`src/sv/boot_loop_watchdog_supervisor_core_defines.svh`:
```
// ----------------------------------------------------------------------------
// Boot-loop watchdog supervisor assertion macros
// Shared assertion helpers; they compile to nothing in synthesis builds.
// ----------------------------------------------------------------------------
`ifndef BOOT_LOOP_WATCHDOG_SUPERVISOR_CORE_DEFINES_SVH
`define BOOT_LOOP_WATCHDOG_SUPERVISOR_CORE_DEFINES_SVH

`ifndef SYNTHESIS
// Property must hold at every rising edge outside of reset.
`define BLWD_ASSERT(name, prop) \
  name: assert property (@(posedge clk_i) disable iff (!rst_ni) (prop)) \
    else $error("assertion failed");
// Property must never hold at a rising edge outside of reset.
`define BLWD_ASSERT_NEVER(name, prop) \
  name: assert property (@(posedge clk_i) disable iff (!rst_ni) !(prop)) \
    else $error("forbidden condition seen");
`else
`define BLWD_ASSERT(name, prop)
`define BLWD_ASSERT_NEVER(name, prop)
`endif

`endif

```
`src/sv/blwd_pkg.sv`:
```
// ----------------------------------------------------------------------------
// Boot-loop watchdog supervisor package
// Shared types, command codes, reset reasons and register indexes.
// ----------------------------------------------------------------------------
package blwd_pkg;

  // Event codes carried on the input stream.
  typedef enum logic [2:0] {
    CMD_TICK    = 3'd0,
    CMD_FEED    = 3'd1,
    CMD_BOOT    = 3'd2,
    CMD_CLEAR   = 3'd3,
    CMD_RESTART = 3'd4
  } cmd_e;

  // Reset reasons reported with a boot event.
  localparam logic [3:0] REASON_POWERON  = 4'd0;
  localparam logic [3:0] REASON_EXTERNAL = 4'd1;
  localparam logic [3:0] REASON_BROWNOUT = 4'd2;
  localparam logic [3:0] REASON_SOFTWARE = 4'd3;
  localparam logic [3:0] REASON_TASK_WDT = 4'd4;
  localparam logic [3:0] REASON_WDT      = 4'd5;
  localparam logic [3:0] REASON_PANIC    = 4'd6;
  localparam logic [3:0] REASON_INT_WDT  = 4'd7;

  // Configuration register indexes.
  localparam int unsigned CfgIdxW = 2;
  localparam int unsigned CfgDataW = 24;
  localparam logic [CfgIdxW-1:0] CFG_THRESHOLD     = 2'd0;
  localparam logic [CfgIdxW-1:0] CFG_STALL_LIMIT   = 2'd1;
  localparam logic [CfgIdxW-1:0] CFG_STABLE_WINDOW = 2'd2;

  localparam logic [7:0]  THRESHOLD_RESET     = 8'd3;
  localparam logic [23:0] STALL_LIMIT_RESET   = 24'd180000;
  localparam logic [23:0] STABLE_WINDOW_RESET = 24'd300000;

  typedef struct packed {
    logic [7:0]  boot_loop_threshold;
    logic [23:0] stall_limit_ms;
    logic [23:0] stable_window_ms;
  } cfg_t;

  typedef struct packed {
    logic       stall_detected;
    logic       restart_now;
    logic [7:0] loop_cnt;
    logic       safe_flag;
  } result_t;

endpackage

```
`src/sv/boot_loop_watchdog_supervisor_core.sv`:
```
// ----------------------------------------------------------------------------
// Boot-loop watchdog supervisor core
// Boot-loop counter, safe-mode control and loop-stall watchdog on a stream.
// ----------------------------------------------------------------------------
// Each input word is one event: a millisecond tick, a loop feed, a boot with
// its reset reason, a manual clear or a software restart request. Every event
// returns exactly one result word with the safe-mode flag, the boot-loop count
// and the restart and stall pulses. The block sustains one word per clock
// while the result side takes words: an event sits in an input register,
// the event engine applies it to the supervisor state, and the result
// lands in an output register, from which the result word is offered. The
// input side keeps accepting while a result waits if the input register is
// empty or the output register is freed in the same cycle. Reset acts as
// power-on: the supervisor state and valid flags clear and the configuration
// registers take their default values.
// ----------------------------------------------------------------------------
`include "boot_loop_watchdog_supervisor_core_defines.svh"

module boot_loop_watchdog_supervisor_core (
  input  logic                          clk_i,
  input  logic                          rst_ni,
  // Event stream.
  input  logic                          s_axis_tvalid,
  output logic                          s_axis_tready,
  input  logic [7:0]                    s_axis_tdata,   // [3:0] boot_cause
  input  logic [2:0]                    s_axis_tuser,   // [2:0] cmd
  // Result stream.
  output logic                          m_axis_tvalid,
  input  logic                          m_axis_tready,
  // [0] safe_flag, [8:1] loop_cnt, [9] restart_now, [10] stall_detected
  output logic [15:0]                   m_axis_tdata,
  // Configuration write port.
  input  logic                          cfg_we_i,
  input  logic [blwd_pkg::CfgIdxW-1:0]  cfg_index_i,
  input  logic [blwd_pkg::CfgDataW-1:0] cfg_wdata_i
);
  import blwd_pkg::*;

  cfg_t        cfg;
  result_t     result;
  result_t     result_q;

  logic        in_valid_q;
  cmd_e        cmd_q;
  logic [3:0]  reason_q;
  logic        out_valid_q;

  logic        in_accept;
  logic        step;

  // The engine fires when an event is held and the output register is free
  // or being drained this cycle.
  assign step          = in_valid_q && (!out_valid_q || m_axis_tready);
  assign s_axis_tready = !in_valid_q || step;
  assign in_accept     = s_axis_tvalid && s_axis_tready;

  blwd_cfg_regs u_cfg (
    .clk_i       (clk_i),
    .rst_ni      (rst_ni),
    .cfg_we_i    (cfg_we_i),
    .cfg_index_i (cfg_index_i),
    .cfg_wdata_i (cfg_wdata_i),
    .cfg_o       (cfg)
  );

  blwd_engine u_engine (
    .clk_i    (clk_i),
    .rst_ni   (rst_ni),
    .step_i   (step),
    .cmd_i    (cmd_q),
    .reason_i (reason_q),
    .cfg_i    (cfg),
    .result_o (result)
  );

  // Input register.
  always_ff @(posedge clk_i or negedge rst_ni) begin
    if (!rst_ni) begin
      in_valid_q <= 1'b0;
    end else if (in_accept) begin
      in_valid_q <= 1'b1;
    end else if (step) begin
      in_valid_q <= 1'b0;
    end
  end

  always_ff @(posedge clk_i) begin
    if (in_accept) begin
      cmd_q    <= cmd_e'(s_axis_tuser);
      reason_q <= s_axis_tdata[3:0];
    end
  end

  // Output register.
  always_ff @(posedge clk_i or negedge rst_ni) begin
    if (!rst_ni) begin
      out_valid_q <= 1'b0;
    end else if (step) begin
      out_valid_q <= 1'b1;
    end else if (m_axis_tready) begin
      out_valid_q <= 1'b0;
    end
  end

  always_ff @(posedge clk_i) begin
    if (step) begin
      result_q <= result;
    end
  end

  assign m_axis_tvalid = out_valid_q;
  assign m_axis_tdata  = {5'd0, result_q};

  // A stall pulse always comes with a restart request.
  `BLWD_ASSERT(a_stall_implies_restart,
               out_valid_q && result_q.stall_detected |-> result_q.restart_now)
  // A processed event always leaves a result behind.
  `BLWD_ASSERT(a_step_loads_result, step |=> out_valid_q)
  // A held event is not dropped while the output side is blocked.
  `BLWD_ASSERT(a_event_kept_on_stall,
               in_valid_q && out_valid_q && !m_axis_tready |=> in_valid_q)
  // The engine never fires into a full, undrained output register.
  `BLWD_ASSERT_NEVER(a_no_overwrite, step && out_valid_q && !m_axis_tready)

endmodule

```
`src/sv/blwd_cfg_regs.sv`:
```
// ----------------------------------------------------------------------------
// Boot-loop watchdog supervisor configuration registers
// Holds the threshold and the two millisecond limits, written by index.
// ----------------------------------------------------------------------------
module blwd_cfg_regs (
  input  logic                         clk_i,
  input  logic                         rst_ni,
  input  logic                         cfg_we_i,
  input  logic [blwd_pkg::CfgIdxW-1:0] cfg_index_i,
  input  logic [blwd_pkg::CfgDataW-1:0] cfg_wdata_i,
  output blwd_pkg::cfg_t               cfg_o
);
  import blwd_pkg::*;

  cfg_t cfg_q, cfg_d;

  always_comb begin
    cfg_d = cfg_q;
    if (cfg_we_i) begin
      unique case (cfg_index_i)
        CFG_THRESHOLD:     cfg_d.boot_loop_threshold = cfg_wdata_i[7:0];
        CFG_STALL_LIMIT:   cfg_d.stall_limit_ms      = cfg_wdata_i;
        CFG_STABLE_WINDOW: cfg_d.stable_window_ms    = cfg_wdata_i;
        default: ;
      endcase
    end
  end

  always_ff @(posedge clk_i or negedge rst_ni) begin
    if (!rst_ni) begin
      cfg_q.boot_loop_threshold <= THRESHOLD_RESET;
      cfg_q.stall_limit_ms      <= STALL_LIMIT_RESET;
      cfg_q.stable_window_ms    <= STABLE_WINDOW_RESET;
    end else begin
      cfg_q <= cfg_d;
    end
  end

  assign cfg_o = cfg_q;

endmodule

```
`src/sv/blwd_engine.sv`:
```
// ----------------------------------------------------------------------------
// Boot-loop watchdog supervisor event engine
// Supervisor state and the combinational update for one event.
// ----------------------------------------------------------------------------
module blwd_engine (
  input  logic              clk_i,
  input  logic              rst_ni,
  input  logic              step_i,
  input  blwd_pkg::cmd_e    cmd_i,
  input  logic [3:0]        reason_i,
  input  blwd_pkg::cfg_t    cfg_i,
  output blwd_pkg::result_t result_o
);
  import blwd_pkg::*;

  logic [7:0]  count_q, count_d;
  logic        mark_q, mark_d;
  logic        retained_q, retained_d;
  logic        safe_q, safe_d;
  logic [31:0] uptime_q, uptime_d;
  // Time since the last feed, kept directly instead of the feed timestamp.
  logic [31:0] since_feed_q, since_feed_d;
  logic        fed_q, fed_d;

  logic        restart;
  logic        stall;
  logic        timed_out;
  logic        stable;
  logic        wdt_boot;
  logic        clean_boot;
  logic [7:0]  boot_cnt;
  logic        boot_retained;

  // After the tick the elapsed time is since_feed_q + 1 (mod 2^32), so the
  // compare is done on the old value without an adder in front of it.
  assign timed_out = (since_feed_q != '1) &&
                     (since_feed_q >= {8'd0, cfg_i.stall_limit_ms});
  assign stable    = (uptime_q != '1) &&
                     (uptime_q >= {8'd0, cfg_i.stable_window_ms});

  always_comb begin
    wdt_boot   = 1'b0;
    clean_boot = 1'b0;
    case (reason_i) inside
      REASON_TASK_WDT, REASON_WDT, REASON_PANIC, REASON_INT_WDT: wdt_boot = 1'b1;
      REASON_SOFTWARE: begin
        wdt_boot   = mark_q;
        clean_boot = !mark_q;
      end
      REASON_POWERON, REASON_EXTERNAL, REASON_BROWNOUT: clean_boot = 1'b1;
      default: ;
    endcase

    boot_cnt      = count_q;
    boot_retained = retained_q;
    if (wdt_boot) begin
      if (count_q != 8'hFF) begin
        boot_cnt = count_q + 8'd1;
      end
    end else if (clean_boot) begin
      boot_cnt      = '0;
      boot_retained = 1'b0;
    end
  end

  always_comb begin
    count_d      = count_q;
    mark_d       = mark_q;
    retained_d   = retained_q;
    safe_d       = safe_q;
    uptime_d     = uptime_q;
    since_feed_d = since_feed_q;
    fed_d        = fed_q;
    restart      = 1'b0;
    stall        = 1'b0;
    case (cmd_i)
      CMD_TICK: begin
        uptime_d     = uptime_q + 32'd1;
        since_feed_d = since_feed_q + 32'd1;
        if (fed_q) begin
          if (timed_out) begin
            mark_d  = 1'b1;
            restart = 1'b1;
            stall   = 1'b1;
          end else if (stable && (count_q != '0 || safe_q)) begin
            count_d    = '0;
            retained_d = 1'b0;
            safe_d     = 1'b0;
          end
        end
      end
      CMD_FEED: begin
        since_feed_d = '0;
        fed_d        = 1'b1;
      end
      CMD_BOOT: begin
        uptime_d     = '0;
        since_feed_d = '0;
        fed_d        = 1'b0;
        mark_d       = 1'b0;
        count_d      = boot_cnt;
        if (boot_cnt >= cfg_i.boot_loop_threshold) begin
          retained_d = 1'b1;
          safe_d     = 1'b1;
        end else begin
          retained_d = boot_retained;
          safe_d     = boot_retained;
        end
      end
      CMD_CLEAR: begin
        count_d    = '0;
        retained_d = 1'b0;
        safe_d     = 1'b0;
        mark_d     = 1'b0;
      end
      CMD_RESTART: begin
        mark_d  = 1'b1;
        restart = 1'b1;
      end
      default: ;
    endcase
  end

  always_ff @(posedge clk_i or negedge rst_ni) begin
    if (!rst_ni) begin
      count_q      <= '0;
      mark_q       <= 1'b0;
      retained_q   <= 1'b0;
      safe_q       <= 1'b0;
      uptime_q     <= '0;
      since_feed_q <= '0;
      fed_q        <= 1'b0;
    end else if (step_i) begin
      count_q      <= count_d;
      mark_q       <= mark_d;
      retained_q   <= retained_d;
      safe_q       <= safe_d;
      uptime_q     <= uptime_d;
      since_feed_q <= since_feed_d;
      fed_q        <= fed_d;
    end
  end

  assign result_o.safe_flag      = safe_d;
  assign result_o.loop_cnt       = count_d;
  assign result_o.restart_now    = restart;
  assign result_o.stall_detected = stall;

endmodule
```
`config.mk`:
```
export PLATFORM = sky130hd
export DESIGN_NAME = boot_loop_watchdog_supervisor_core
export DESIGN_NICKNAME = d
export VERILOG_FILES = /design/src/sv/blwd_pkg.sv /design/src/sv/boot_loop_watchdog_supervisor_core.sv /design/src/sv/blwd_cfg_regs.sv /design/src/sv/blwd_engine.sv
export VERILOG_INCLUDE_DIRS = /design/src /design/src/sv
export SDC_FILE = /design/constraint.sdc
export NUM_CORES = 1
export LEC_CHECK = 0
export ABC_AREA = 1
export BUFFER_PORTS_ARGS = -buffer_cell sky130_fd_sc_hd__buf_2
export CELL_PAD_IN_SITES_DETAIL_PLACEMENT = 1
export CELL_PAD_IN_SITES_GLOBAL_PLACEMENT = 1
export CORE_UTILIZATION = 47
export DETAILED_ROUTE_END_ITERATION = 10
export PLACE_DENSITY = 0.84
export SLEW_MARGIN = 20
export SYNTH_ARGS = -nofsm -noshare
export SYNTH_HDL_FRONTEND = slang
export SYNTH_SLANG_ARGS = --single-unit
```
`constraint.sdc`:
```
create_clock -name clk_i -period 5.08 [get_ports clk_i]
set_input_delay 0.508 -clock clk_i [delete_from_list [all_inputs] [get_ports clk_i]]
set_output_delay 0.508 -clock clk_i [all_outputs]
set_load 0.03 [all_outputs]
```
# [Yosys cells after proc, flatten, opt, wreduce, memory -nomap -nowiden]
# Cells that the tools add are included.
[totals] word_cells=114 mem_bits_rw=0 romBits=0 input_bits=42 out_inout_bits=18 latch_bits=0 n_memories=0 regBits=152
[classes] n_mul=0 n_mux=36 reduce_logical=34 order_cmp=3 n_addsub=3 n_div=0 bitwise=0 shifts=0 eq_ne=20
[ops] cell="$pmux W32 S2" n=2
[ops] cell="$add A32 B1 Y32 const B" n=2
[ops] cell="$ge A32 B24 Y1" n=2
[ops] cell="$ne A32 B32 Y1 const B" n=2
[ops] cell="$mux W8" n=6
[ops] cell="$pmux W8 S3" n=1
[ops] cell="$mux W1" n=22
[ops] cell="$eq A4 B3 Y1 const B" n=4
[ops] cell="$reduce_and A2 Y1" n=6
[ops] cell="$reduce_bool A2 Y1" n=5
[ops] cell="$pmux W1 S3" n=3
[ops] cell="$add A8 B1 Y8 const B" n=1
[ops] cell="$eq A4 B2 Y1 const B" n=2
[ops] cell="$ge A8 B8 Y1" n=1
[ops] cell="$ne A8 B8 Y1 const B" n=1
[ops] cell="$reduce_bool A8 Y1" n=1
[ops] cell="$eq A3 B2 Y1 const B" n=2
[ops] cell="$ne A2 B1 Y1 const B" n=3
[ops] cell="$reduce_bool A3 Y1" n=2
[ops] cell="$logic_and A1 B1 Y1" n=5
[ops] cell="$reduce_and A5 Y1" n=1
[ops] cell="$eq A4 B1 Y1 const B" n=1
[ops] cell="$logic_not A4 Y1" n=1
[ops] cell="$pmux W1 S2" n=2
[ops] cell="13 further kinds" n=18

# [Logic depth before layout (Yosys ltp)]
[depth] ltp_word=10 ltp_mapped=19 depth_no_buf=19

# [Hierarchy]
# From an unflattened synthesis, not the netlist that was laid out.
[unflattened] hier_cells=1190 area_unflattened_um2=9222.6
[by_module_without_submodules] mod="blwd_engine" area_per_inst_um2=6231.0 instances=1 seq_area_each_um2=1901.8 cells_per_inst=904
[by_module_without_submodules] mod="blwd_cfg_regs" area_per_inst_um2=2314.7 instances=1 seq_area_each_um2=1425.1 cells_per_inst=250
[by_module_without_submodules] mod="boot_loop_watchdog_supervisor_core" area_per_inst_um2=676.9 instances=1 seq_area_each_um2=590.6 cells_per_inst=36

# [Least setup slack after synthesis]
# No wires, ideal clock.
[synth_timing] path_type="register -> register" from="reg u_engine.count_q[0]" to="reg result_q (netlist bit m_axis_tdata[0]) (data pin)" setup_time_ns=0.269 synth_period_minus_slack_ns=2.360 path_stages_with_launch=16 n_path_buf=0 required_ns=4.811 t_arrival_ns=2.091 path_slack_ns=2.720 cell_sequence="dfrtp_1 -> ha_1 -> nand2_1 -> nor3_1 -> nor2_2 -> nand2_1 -> nor2_1 -> nand2_1 -> nand2_1 -> inv_1 -> ha_1 -> a21oi_1 -> o21a_1 -> nand4_1 -> nand2_1 -> nand3_1"
[synth_lines] item="start, declared" line="blwd_engine.sv:16" text="logic [7:0] count_q, count_d;"
[synth_lines] item="start signal, assigned" line="blwd_engine.sv:134" text="count_q <= count_d;"
[synth_lines] item="end signal, assigned" line="boot_loop_watchdog_supervisor_core.sv:107" text="result_q <= result;"
[synth_lines] item="end, declared" line="boot_loop_watchdog_supervisor_core.sv:41" text="result_t result_q;"

==> metrics.txt <==
TritonCTS Sinks 152; placed cells 1427; mux cell area share after synthesis 0%; Chip Height between 100 and 150 um; global-route usage over all layers 26.9%; router iterations before antenna repair 5; CTS Hold Bufs 0; Synth Register Bits around 150; drc violations 0; post-route setup slack 2120 ps; async set-reset flop share out of synthesis 88.2%; first-pass GRT wire length about 42000 um; Resize count post-CTS 0; I/O pin count 60; Worst Tran Pin Value ~860 ps; routed len/inst 17.1 um; cells on worst reg2reg path 13; CTS Root Buffer Type clkbuf_16; Area after DPL 9520 um2; synthesized area 9050 um2; # H-tree levels 4; Pins Over Slew Limit 0; Total Power roughly 3.6 mW; Layout area overhead 11.6%; post-route ant nets 0; initial DRC count approximately 330; cts bufs inserted 17; fin cells 1459; commonest cells after routing, fill and taps aside 274 x nand2_1, 182 x inv_1, 115 x dfrtp_1; commonest non-fill, non-tap cell in the layout nand2_1; simple-gate share of the synthesized area 25.6%; final core occ 53.8%; Port Buffers 50; final hold slack 122 ps; Core Box Area 18800 um2; XOR/XNOR Fraction of Synth Area 0.677%; RSZ-0062 raised after global routing no; Post-Synth Adder-Cell Area around 8.3%; final worst path period share between 50 and 60%; Crit Path Class flop to flop; met3 usage roughly 4.6%; maximum fanout along the worst path 9; Placer Congestion 0.856; total setup buffers inserted after CTS 0; Seq/Total Area, Yosys 43.3%; reg2reg end m_axis_tdata[0]; R2R Setup Slk 2120 ps; Syn Inst Count 1163; number of synthesized flops with an enable pin 18; Final Net Count around 1.3k; Initial Utilization 48.2%; routed wire length 25000 um; Reg clk slew, reported paths 70 ps; CP Launch Type flop; post-route cell area 10100 um2; Final Setup Violations 0; vias per cell 5.46; Slew headroom between 40% and 50%; vias in the first global route 8352; Avg Inst Size Synth 7.79 um2; met2 GRT Util between 40% and 50%; CP required between 5000 and 6000 ps; CTS tree yes; outcome completed; deepest clock path buffer count 2; dpl hpwl 18200 um; Lkg Pwr 5.00 nW; pre-CTS WS about 2200 ps; Hold WC Path Type input pin to async pin; skew final 17.6 ps; latest clock arrival within the worst-skew pair between 400 and 500 ps; Die Area approximately 20000 um2; top_reg_cell synth dfrtp_1; gr busiest metal met2; Final min period approximately 3000 ps; R2R Path Start u_engine.count_q[1]; Synth warnings 0; crit end category flop; GRT met1 Usage 33.3%; total of max-cap violations 0; initial antenna violation count 0; number of diodes 0; CP Data Arrival Time 3110 ps; Die Width 141 um; FP Rows 50; largest net degree at the start of global routing 91; Cell variety after synth 52; Fmax 0.338 GHz; largest family of logic cells by synthesized area simple AND/OR/NAND/NOR gates; setup TNS 0 ps; VDD IR max around 0.22 mV; Synth Area in Compound Gates 12.6%; PwrDens 358 nW/um2; GR Overflow Total 0; via count 7972; layout cells sized above 1 12.4%; final hold violations 0
==> Yosys cell counts (2+ instances only) <==
library cell	instances	area share, %
o21ai_1	5	0.28
ha_1	60	8.3
nand2_1	274	11
nand3b_1	2	0.17
nand4_2	2	0.28
nand2_2	7	0.48
nand4_1	23	1.6
buf_1	2	0.083
clkbuf_1	16	0.66
buf_4	5	0.41
a31oi_1	3	0.21
a21oi_1	67	3.7
nor3_2	7	0.77
nor3_1	33	1.8
a211oi_1	2	0.17
edfxtp_1	18	6.0
o31ai_1	3	0.25
nor2_1	93	3.9
inv_2	11	0.46
nand3_1	46	2.5
nand3_2	2	0.22
inv_1	182	7.5
nor2_4	3	0.37
o21bai_1	11	0.91
nor4_1	8	0.55
a21o_1	4	0.33
buf_2	4	0.22
dfstp_2	19	5.5
o21ai_0	92	5.1
xor2_1	6	0.58
o21a_1	8	0.66
nor2_2	8	0.55
nor3b_1	4	0.33
dfrtp_1	115	32
==> cell families after synthesis <==
family                   count (synthesis)
AND/OR/NAND/NOR                        517
buffers and inverters                  222
AO/OA/AOI/OAI                          204
flip-flops                             152
adder cells (fa/ha/maj)                 60
XOR/XNOR                                 7
other                                    1
==> layout make-up <==
cell class              count  area, um2
repair buffers             54        287
well taps                 234        293
fillers                  2346       8670
flip-flops and latches    152       3920
clock inverters            11        110
clock buffers              21        472
inverters                 194        733
multi-input cells         793       4290
==> critical path, cell delays in order (launching register included) <==
cell and delay [ps]:
dfrtp_1 450, ha_1 260, nand2_1 80, nor3_1 60, nor2_2 310, nand2_1 170, o21ai_0 290, ha_1 300
a21oi_1 150, o21ai_0 110, nand2_1 80, nand4_1 120, nand2_1 120, nand3_1 160
==> where the power goes <==
group | switching [mW] | total [mW] | internal [mW]
Sequential | 0.135 | 1.55 | 1.41
Clock | 0.551 | 1.28 | 0.725
Combinational | 0.534 | 0.790 | 0.256
==> per-layer routing <==
layer / routed length (um) / share of wire, %
met4: 394 / 1.6
met3: 630 / 2.5
met5: 0 / 0
met1: 11200 / 45
met2: 12700 / 51
==> worst max-delay path by stage <==
| stage | from | end | slack, ps | cells past startpoint |
|---|---|---|---|---|
| finish | u_engine.count_q[1] | m_axis_tdata[0] | 2120 | 13 |
| global route | u_engine.count_q[1] | u_engine.safe_q | 1830 | 15 |
| CTS | u_engine.count_q[1] | m_axis_tdata[0] | 2160 | 13 |
| detailed placement | u_engine.count_q[1] | m_axis_tdata[0] | 2230 | 13 |
| global placement | u_engine.count_q[1] | m_axis_tdata[0] | 2250 | 13 |
| floorplan | u_engine.count_q[0] | m_axis_tdata[0] | 2720 | 15 |
==> sequential cells by signal, summed over array words and instances (netlist names) <==
signal	cells
u_cfg.cfg_o	56
in_valid_q	1
u_engine.fed_q	1
u_engine.mark_q	1
u_engine.count_q	8
cmd_q	3
reason_q	4
u_engine.safe_q	1
u_engine.uptime_q	32
u_engine.since_feed_q	32
m_axis_tdata	11
u_engine.retained_q	1
m_axis_tvalid	1
(Power assumes the default switching activity.)
